`config.mk`:
```
export PLATFORM = sky130hd
export DESIGN_NAME = scan_packet_deframer
export DESIGN_NICKNAME = d
export VERILOG_FILES = /design/src/rtl/spd_pkg.sv /design/src/rtl/spd_parser.sv /design/src/rtl/spd_skid.sv /design/src/rtl/scan_packet_deframer.sv
export SDC_FILE = /design/constraint.sdc
export NUM_CORES = 1
export LEC_CHECK = 0
export ABC_AREA = 1
export ABC_CLOCK_PERIOD_IN_PS = 7550
export BUFFER_PORTS_ARGS = -buffer_cell sky130_fd_sc_hd__buf_2
export CAP_MARGIN = 20
export CORE_MARGIN = 5
export CORE_UTILIZATION = 40
export DETAILED_ROUTE_END_ITERATION = 16
export SLEW_MARGIN = 20
export SYNTH_ARGS = -nofsm -noshare
export SYNTH_HDL_FRONTEND = slang
export SYNTH_SLANG_ARGS = --single-unit
```
`constraint.sdc`:
```
create_clock -name clock -period 7.55 [get_ports clock]
set_input_delay 0.755 -clock clock [delete_from_list [all_inputs] [get_ports clock]]
set_output_delay 0.755 -clock clock [all_outputs]
set_load 0.01 [all_outputs]
```
`src/rtl/spd_pkg.sv`:
```
`timescale 1ns / 1ps
// ----------------------------------------------------------------------------
// Scan packet deframer package
// Phase and status codes, register indexes and the result record.
// ----------------------------------------------------------------------------
package spd_pkg;

   // Parser phases
   localparam logic [2:0] PH_HUNT   = 3'd0;
   localparam logic [2:0] PH_LENGTH = 3'd1;
   localparam logic [2:0] PH_ANGLE  = 3'd2;
   localparam logic [2:0] PH_DIST   = 3'd3;
   localparam logic [2:0] PH_CHECK  = 3'd4;

   // Packet status codes
   localparam logic [1:0] ST_NONE = 2'd0;
   localparam logic [1:0] ST_OK   = 2'd1;
   localparam logic [1:0] ST_BAD  = 2'd2;

   // Configuration register indexes
   localparam int unsigned CSR_ADDR_W = 2;
   localparam logic [CSR_ADDR_W-1:0] CSR_SYNC_FIRST  = 2'd0;
   localparam logic [CSR_ADDR_W-1:0] CSR_SYNC_SECOND = 2'd1;

   // Start pattern reset values
   localparam logic [7:0] SYNC_FIRST_RST  = 8'hAA;
   localparam logic [7:0] SYNC_SECOND_RST = 8'h55;

   // Result record for one received byte
   typedef struct packed {
      logic [1:0]  packet_status;
      logic        distance_valid;
      logic [15:0] distance_value;
      logic [15:0] distance_index;
      logic [15:0] start_angle;
      logic [15:0] point_count;
      logic [2:0]  parser_phase;
      logic [15:0] good_packets;
      logic [15:0] bad_packets;
   } result_type;

endpackage

```
`src/rtl/spd_parser.sv`:
```
`timescale 1ns / 1ps
// ----------------------------------------------------------------------------
// Scan packet parser
// Holds the framing state and builds one result record per received byte.
// ----------------------------------------------------------------------------
module spd_parser (
   input  logic                             clock,
   input  logic                             reset,
   input  logic                             byte_take,
   input  logic [7:0]                       rx_byte,
   input  logic                             csr_we,
   input  logic [spd_pkg::CSR_ADDR_W-1:0]   csr_addr,
   input  logic [7:0]                       csr_wdata,
   output spd_pkg::result_type              result
);

   logic [7:0]  sync_first_ff,  sync_first_in;
   logic [7:0]  sync_second_ff, sync_second_in;
   logic [2:0]  phase_ff,       phase_in;
   logic        high_ff,        high_in;
   logic [7:0]  low_ff,         low_in;
   logic [15:0] length_ff,      length_in;
   logic [15:0] angle_ff,       angle_in;
   logic [15:0] index_ff,       index_in;
   logic [15:0] sum_ff,         sum_in;
   logic [15:0] ok_ff,          ok_in;
   logic [15:0] err_ff,         err_in;

   logic [15:0] word_w;
   logic [15:0] sum_add;
   logic [15:0] index_inc;
   logic [1:0]  status;
   logic        dvalid;
   logic [15:0] dvalue;
   logic [15:0] dindex;

   // Decode configuration writes; unknown indexes are dropped
   always_comb begin
      sync_first_in  = sync_first_ff;
      sync_second_in = sync_second_ff;
      if (csr_we) begin
         unique case (csr_addr)
            spd_pkg::CSR_SYNC_FIRST:  sync_first_in  = csr_wdata;
            spd_pkg::CSR_SYNC_SECOND: sync_second_in = csr_wdata;
            default: ;
         endcase
      end
   end

   assign word_w    = {rx_byte, low_ff};
   assign sum_add   = sum_ff + word_w;
   assign index_inc = index_ff + 16'd1;

   // Advance the framing state by one byte
   always_comb begin
      phase_in  = phase_ff;
      high_in   = high_ff;
      low_in    = low_ff;
      length_in = length_ff;
      angle_in  = angle_ff;
      index_in  = index_ff;
      sum_in    = sum_ff;
      ok_in     = ok_ff;
      err_in    = err_ff;
      status    = spd_pkg::ST_NONE;
      dvalid    = 1'b0;
      dvalue    = 16'd0;
      dindex    = 16'd0;

      if (!high_ff) begin
         // low byte of a word, or first byte of the start pattern
         if (phase_ff inside {spd_pkg::PH_LENGTH, spd_pkg::PH_ANGLE,
                              spd_pkg::PH_DIST, spd_pkg::PH_CHECK}) begin
            low_in  = rx_byte;
            high_in = 1'b1;
            if (phase_ff == spd_pkg::PH_LENGTH) begin
               length_in = {8'd0, rx_byte};
            end else if (phase_ff == spd_pkg::PH_ANGLE) begin
               angle_in = {8'd0, rx_byte};
            end
         end else if (rx_byte == sync_first_ff) begin
            high_in = 1'b1;
         end
      end else begin
         high_in = 1'b0;
         unique case (phase_ff)
            spd_pkg::PH_LENGTH: begin
               length_in = word_w;
               sum_in    = sum_add;
               phase_in  = spd_pkg::PH_ANGLE;
            end
            spd_pkg::PH_ANGLE: begin
               angle_in = word_w;
               sum_in   = sum_add;
               // zero count skips straight to the checksum
               phase_in = (length_ff == 16'd0) ? spd_pkg::PH_CHECK : spd_pkg::PH_DIST;
            end
            spd_pkg::PH_DIST: begin
               sum_in   = sum_add;
               dvalid   = 1'b1;
               dvalue   = word_w;
               dindex   = index_ff;
               index_in = index_inc;
               if (index_inc == length_ff) begin
                  phase_in = spd_pkg::PH_CHECK;
               end
            end
            spd_pkg::PH_CHECK: begin
               if (word_w == sum_ff) begin
                  status = spd_pkg::ST_OK;
                  ok_in  = ok_ff + 16'd1;
               end else begin
                  status = spd_pkg::ST_BAD;
                  err_in = err_ff + 16'd1;
               end
               phase_in = spd_pkg::PH_HUNT;
            end
            default: begin
               // second byte of the start pattern; a miss resumes the hunt
               phase_in = spd_pkg::PH_HUNT;
               if (rx_byte == sync_second_ff) begin
                  phase_in  = spd_pkg::PH_LENGTH;
                  length_in = 16'd0;
                  angle_in  = 16'd0;
                  index_in  = 16'd0;
                  sum_in    = 16'd0;
               end
            end
         endcase
      end
   end

   // Build the result from the state after this byte
   always_comb begin
      result.packet_status  = status;
      result.distance_valid = dvalid;
      result.distance_value = dvalue;
      result.distance_index = dindex;
      result.start_angle    = angle_in;
      result.point_count    = length_in;
      result.parser_phase   = phase_in;
      result.good_packets   = ok_in;
      result.bad_packets    = err_in;
   end

   // Hold the configuration registers
   always_ff @(posedge clock) begin
      if (reset) begin
         sync_first_ff  <= spd_pkg::SYNC_FIRST_RST;
         sync_second_ff <= spd_pkg::SYNC_SECOND_RST;
      end else begin
         sync_first_ff  <= sync_first_in;
         sync_second_ff <= sync_second_in;
      end
   end

   // Commit the framing state on each byte transfer
   always_ff @(posedge clock) begin
      if (reset) begin
         phase_ff  <= spd_pkg::PH_HUNT;
         high_ff   <= 1'b0;
         low_ff    <= 8'd0;
         length_ff <= 16'd0;
         angle_ff  <= 16'd0;
         index_ff  <= 16'd0;
         sum_ff    <= 16'd0;
         ok_ff     <= 16'd0;
         err_ff    <= 16'd0;
      end else if (byte_take) begin
         phase_ff  <= phase_in;
         high_ff   <= high_in;
         low_ff    <= low_in;
         length_ff <= length_in;
         angle_ff  <= angle_in;
         index_ff  <= index_in;
         sum_ff    <= sum_in;
         ok_ff     <= ok_in;
         err_ff    <= err_in;
      end
   end

endmodule

```
`src/rtl/spd_skid.sv`:
```
`timescale 1ns / 1ps
// ----------------------------------------------------------------------------
// Scan packet result buffer
// Output register plus one skid entry so input and output stall independently.
// ----------------------------------------------------------------------------
module spd_skid (
   input  logic                clock,
   input  logic                reset,
   input  logic                push,
   input  spd_pkg::result_type push_data,
   output logic                space,
   output logic                out_valid,
   input  logic                out_ready,
   output spd_pkg::result_type out_data
);

   logic                out_valid_ff,  out_valid_in;
   spd_pkg::result_type out_data_ff,   out_data_in;
   logic                skid_valid_ff, skid_valid_in;
   spd_pkg::result_type skid_data_ff,  skid_data_in;
   logic                load_out;

   // Accept only while the skid entry is free
   assign space    = !skid_valid_ff;
   assign load_out = !out_valid_ff || out_ready;

   // Refill the output register from the skid entry first, else park in skid
   always_comb begin
      out_valid_in  = out_valid_ff;
      out_data_in   = out_data_ff;
      skid_valid_in = skid_valid_ff;
      skid_data_in  = skid_data_ff;
      if (load_out) begin
         out_valid_in  = skid_valid_ff || push;
         out_data_in   = skid_valid_ff ? skid_data_ff : push_data;
         skid_valid_in = 1'b0;
      end else if (push) begin
         skid_valid_in = 1'b1;
         skid_data_in  = push_data;
      end
   end

   // Hold the valid flags
   always_ff @(posedge clock) begin
      if (reset) begin
         out_valid_ff  <= 1'b0;
         skid_valid_ff <= 1'b0;
      end else begin
         out_valid_ff  <= out_valid_in;
         skid_valid_ff <= skid_valid_in;
      end
   end

   // Hold the payload
   always_ff @(posedge clock) begin
      out_data_ff  <= out_data_in;
      skid_data_ff <= skid_data_in;
   end

   assign out_valid = out_valid_ff;
   assign out_data  = out_data_ff;

endmodule

```
`src/rtl/scan_packet_deframer.sv`:
```
`timescale 1ns / 1ps
// Takes one received byte per cycle while req_tready is high and gives exactly
// one result per byte, registered in the result buffer after the byte transfer.
// The next framing state is computed combinationally and committed on each byte
// transfer, so a new byte can be taken every clock; a two-entry result buffer
// lets the input take one more byte while the output stalls, after which
// req_tready drops until the consumer takes a result. The start pattern is set
// through csr_addr 0 (first byte) and 1 (second byte); write it only while the stream is idle.
// ----------------------------------------------------------------------------
// Scan packet deframer
// Byte-serial parser for sync, count, angle, distances and checksum.
// ----------------------------------------------------------------------------
module scan_packet_deframer (
   input  logic                           clock,
   input  logic                           reset,
   input  logic                           req_tvalid,
   output logic                           req_tready,
   input  logic [7:0]                     req_tdata,   // [7:0] rx_byte
   output logic                           rsp_tvalid,
   input  logic                           rsp_tready,
   // [15:0] distance_value, [31:16] distance_index, [47:32] start_angle,
   // [63:48] point_count, [66:64] parser_phase, [82:67] good_packets,
   // [98:83] bad_packets, [103:99] zero
   output logic [103:0]                   rsp_tdata,
   output logic [2:0]                     rsp_tuser,   // [1:0] packet_status, [2] distance_valid
   input  logic                           csr_we,
   input  logic [spd_pkg::CSR_ADDR_W-1:0] csr_addr,
   input  logic [7:0]                     csr_wdata
);

   spd_pkg::result_type parse_result;
   spd_pkg::result_type out_result;
   logic                byte_take;
   logic                space;

   assign req_tready = space;
   assign byte_take  = req_tvalid && space;

   spd_parser u_parser (
      .clock     (clock),
      .reset     (reset),
      .byte_take (byte_take),
      .rx_byte   (req_tdata),
      .csr_we    (csr_we),
      .csr_addr  (csr_addr),
      .csr_wdata (csr_wdata),
      .result    (parse_result)
   );

   spd_skid u_skid (
      .clock     (clock),
      .reset     (reset),
      .push      (byte_take),
      .push_data (parse_result),
      .space     (space),
      .out_valid (rsp_tvalid),
      .out_ready (rsp_tready),
      .out_data  (out_result)
   );

   // Pack the result record onto the stream
   assign rsp_tdata = {5'd0,
                       out_result.bad_packets,
                       out_result.good_packets,
                       out_result.parser_phase,
                       out_result.point_count,
                       out_result.start_angle,
                       out_result.distance_index,
                       out_result.distance_value};
   assign rsp_tuser = {out_result.distance_valid, out_result.packet_status};

endmodule

```
==> flow_metrics.env <==
export IMPL_reg2reg_slack_ns=4.15
export IMPL_peakVddDrop_uv=133
export IMPL_dp_cells=2410
export IMPL_end_kind="flop"
export IMPL_cp_data_arrival_time_ns=3.86
export IMPL_cts_root_buffer="clkbuf_16"
export IMPL_cts_buffer_depth=3
export IMPL_synthXorXnorAreaFrac=0.0180
export IMPL_yosysUniqueCellTypes=42
export IMPL_start_kind="flop"
export IMPL_layout_commonest_cell="nand2_1"
export IMPL_hold_path_class="primary input to flop"
export IMPL_drc=0
export IMPL_rows=72
export IMPL_final_nets=1974
export IMPL_grt_overflow=0
export IMPL_hold_viol=0
export IMPL_fin_cells=2480
export IMPL_grt_pass1_wl_um=63300
export IMPL_yosys_most_used_dff="edfxtp_1"
export IMPL_synth_edf_count=204
export IMPL_fmax_ghz=0.294
export IMPL_slew_viol_final=0
export IMPL_setup_tns_ns=0
export IMPL_synth_fa_ha_area_frac=0.0157
export IMPL_ys_async_sr_fraction=0
export IMPL_via_per_inst=5.01
export IMPL_final_core_util=0.464
export IMPL_rsz0062_at_grt="no"
export IMPL_die_w_um=207
export IMPL_place_congestion=0.906
export IMPL_dieArea_mm2=0.0430
export IMPL_cts_tree="yes"
export IMPL_yosys_area_share_simple=0.222
export IMPL_critical_path_class="flop to flop"
export IMPL_cts_setup_buffers=0
export IMPL_clk_pin_slew_worst_paths_ns=0.06
export IMPL_maxCapViolations=0
export IMPL_dp_hpwl_um=27000
export IMPL_crit_required_ns=8.01
export IMPL_h_tree_depth=2
export IMPL_ios=132
export IMPL_avgSynthCellArea_um2=8.51
export IMPL_min_from="csr_wdata[3]"
export IMPL_num_fill_cells=3849
export IMPL_synth_seq_area_share=0.555
export IMPL_place_port_buffers=126
export IMPL_status="finished, final reports clean"
export IMPL_post_cts_resized=0
export IMPL_antenna_left=0
export IMPL_p_leak_uw=0.00787
export IMPL_path_max_fanout=74
export IMPL_drt_wl_total_um=39800
export IMPL_area_growth_pct=14.8
export IMPL_routedWlPerCell_um=16.1
export IMPL_synth_top_family_by_area="simple AND/OR/NAND/NOR gates"
export IMPL_cts_sinks=330
export IMPL_final_cell_mix="487 x nand2_1, 216 x inv_1, 204 x edfxtp_1, 151 x o21ai_0, 145 x nor2_1"
export IMPL_gr_usage_all_layers=0.178
export IMPL_period_needed_ns=3.40
export IMPL_r2r_start="u_skid.skid_valid_ff$_SDFFE_PP0P_"
export IMPL_postCtsHoldBufs=0
export IMPL_die_h_um=207
export IMPL_setup_viol=0
export IMPL_fin_skew_ns=0.0220
export IMPL_via_count=12400
export IMPL_core_area_mm2=0.0386
export IMPL_startpoint="u_skid.skid_valid_ff$_SDFFE_PP0P_"
export IMPL_muxShareOfSynthArea=0
export IMPL_start_util=0.404
export IMPL_grt_pass1_vias=11600
export IMPL_first_pass_iters=5
export IMPL_clock_latency_ns=0.54
export IMPL_netlist_area_mm2=0.0156
export IMPL_syn_inst=1832
export IMPL_slew_headroom=0.293
export IMPL_drt_initial_drc_count=899
export IMPL_synth_seq_cells=330
export IMPL_grt_start_max_net_pins=77
export IMPL_drive_above_1_share=0.129
export IMPL_antenna_found_initial=0
export IMPL_yosysTopAreaCell="edfxtp_1"
export IMPL_tightest_slew_ns=1.06
export IMPL_post_route_period_util=0.450
export IMPL_cts_buffers=38
export IMPL_synth_warnings=0
export IMPL_synth_compound_area_frac=0.112
export IMPL_synth_area_top_cells="edfxtp_1 39%, dfxtp_1 16%, nand2_1 12%"
export IMPL_synth_top_area_share=0.393
export IMPL_antenna_cells=0
export IMPL_power_density_mw_per_mm2=242
layer usage:
layer | track usage | wire length (um) | vias to the layer above
met5 | 0 | 0 | -
met4 | 0.0554 | 1180 | 0
met3 | 0.0290 | 2220 | 73
met2 | 0.276 | 17500 | 328
met1 | 0.256 | 18900 | 5767
li1 | - | - | 6249
final cells by class:
type / instances / area (um^2) / share of cell area
Clock buffer: 49 / 1070 / 0.0596
Timing Repair Buffer: 136 / 706 / 0.0395
Tap cell: 518 / 648 / 0.0362
Sequential cell: 330 / 8650 / 0.484
Multi-Input combinational cell: 1193 / 5760 / 0.322
Clock inverter: 21 / 178 / 0.00993
Inverter: 233 / 875 / 0.0489
stage by stage:
step	worst slack, ns	hold WS (ns)	total power [uW]	cell area, um^2
after floorplan	0.509	0.444	2380	15600
after global placement	3.78	0.456	2540	16600
after detailed placement	4.05	0.458	2550	16600
after CTS	4.12	0.416	4390	17900
after global routing	3.88	0.444	4520	17900
final	4.15	0.438	4340	17900
logic make-up (layout without fill, tap and decap cells):
family / count (synthesis) / count (layout)
other cells: 1 / 5
fa+ha+maj: 19 / 19
compound gates: 329 / 329
simple gates: 808 / 808
flops: 330 / 330
buf+inv: 313 / 439
xor+xnor: 32 / 32
Yosys cell counts (8+ instances only):
cell	number
nand2_1	489
inv_1	218
edfxtp_1	204
o21ai_0	151
nor2_1	146
dfxtp_1	126
a21oi_1	123
nand3_1	83
clkbuf_1	61
xor2_1	23
nand4_1	20
a31oi_1	19
ha_1	18
inv_2	15
nor3_1	12
nor4_1	10
o21ai_1	10
xnor2_1	9
nand2_2	8
o211ai_1	8
or2_2	8
state kept, by name, summed over array words and instances (netlist names):
signal / count
u_skid.out_valid: 1
u_parser.phase_ff: 3
u_parser.high_ff: 1
u_parser.length_ff: 16
u_parser.ok_ff: 16
u_parser.sync_second_ff: 8
u_parser.angle_ff: 16
u_skid.skid_data_ff: 102
u_skid.skid_valid_ff: 1
u_parser.sum_ff: 16
u_parser.sync_first_ff: 8
u_parser.err_ff: 16
u_skid.out_data: 102
u_parser.low_ff: 8
u_parser.index_ff: 16
worst max-delay path, cell delays in order, from the launching register on:
cell      delay, ns
dfxtp_4        0.51
inv_2          0.34
nand2_2        0.07
buf_4          0.34
inv_2          0.10
buf_4          0.58
nand2_1        0.25
a21oi_2        0.63
a21boi_0       0.22
o21ai_0        0.10
a21oi_1        0.12
where the power goes:
part           internal [uW]  switching, uW
clock network           1100            727
registers               2030           51.2
logic                    131            291
total                   3270           1070
path summary, 6_finish.rpt:
check,cells after the start,end
worst min register to register,2,u_parser.sum_ff[0]$_SDFFE_PP0P_
worst max register to register,10,u_parser.sum_ff[13]$_SDFFE_PP0P_
worst max-delay path,10,u_parser.sum_ff[13]$_SDFFE_PP0P_
worst min-delay path,3,u_parser.sync_first_ff[3]$_SDFFE_PP1P_
Power figures use the tool's default switching activity.
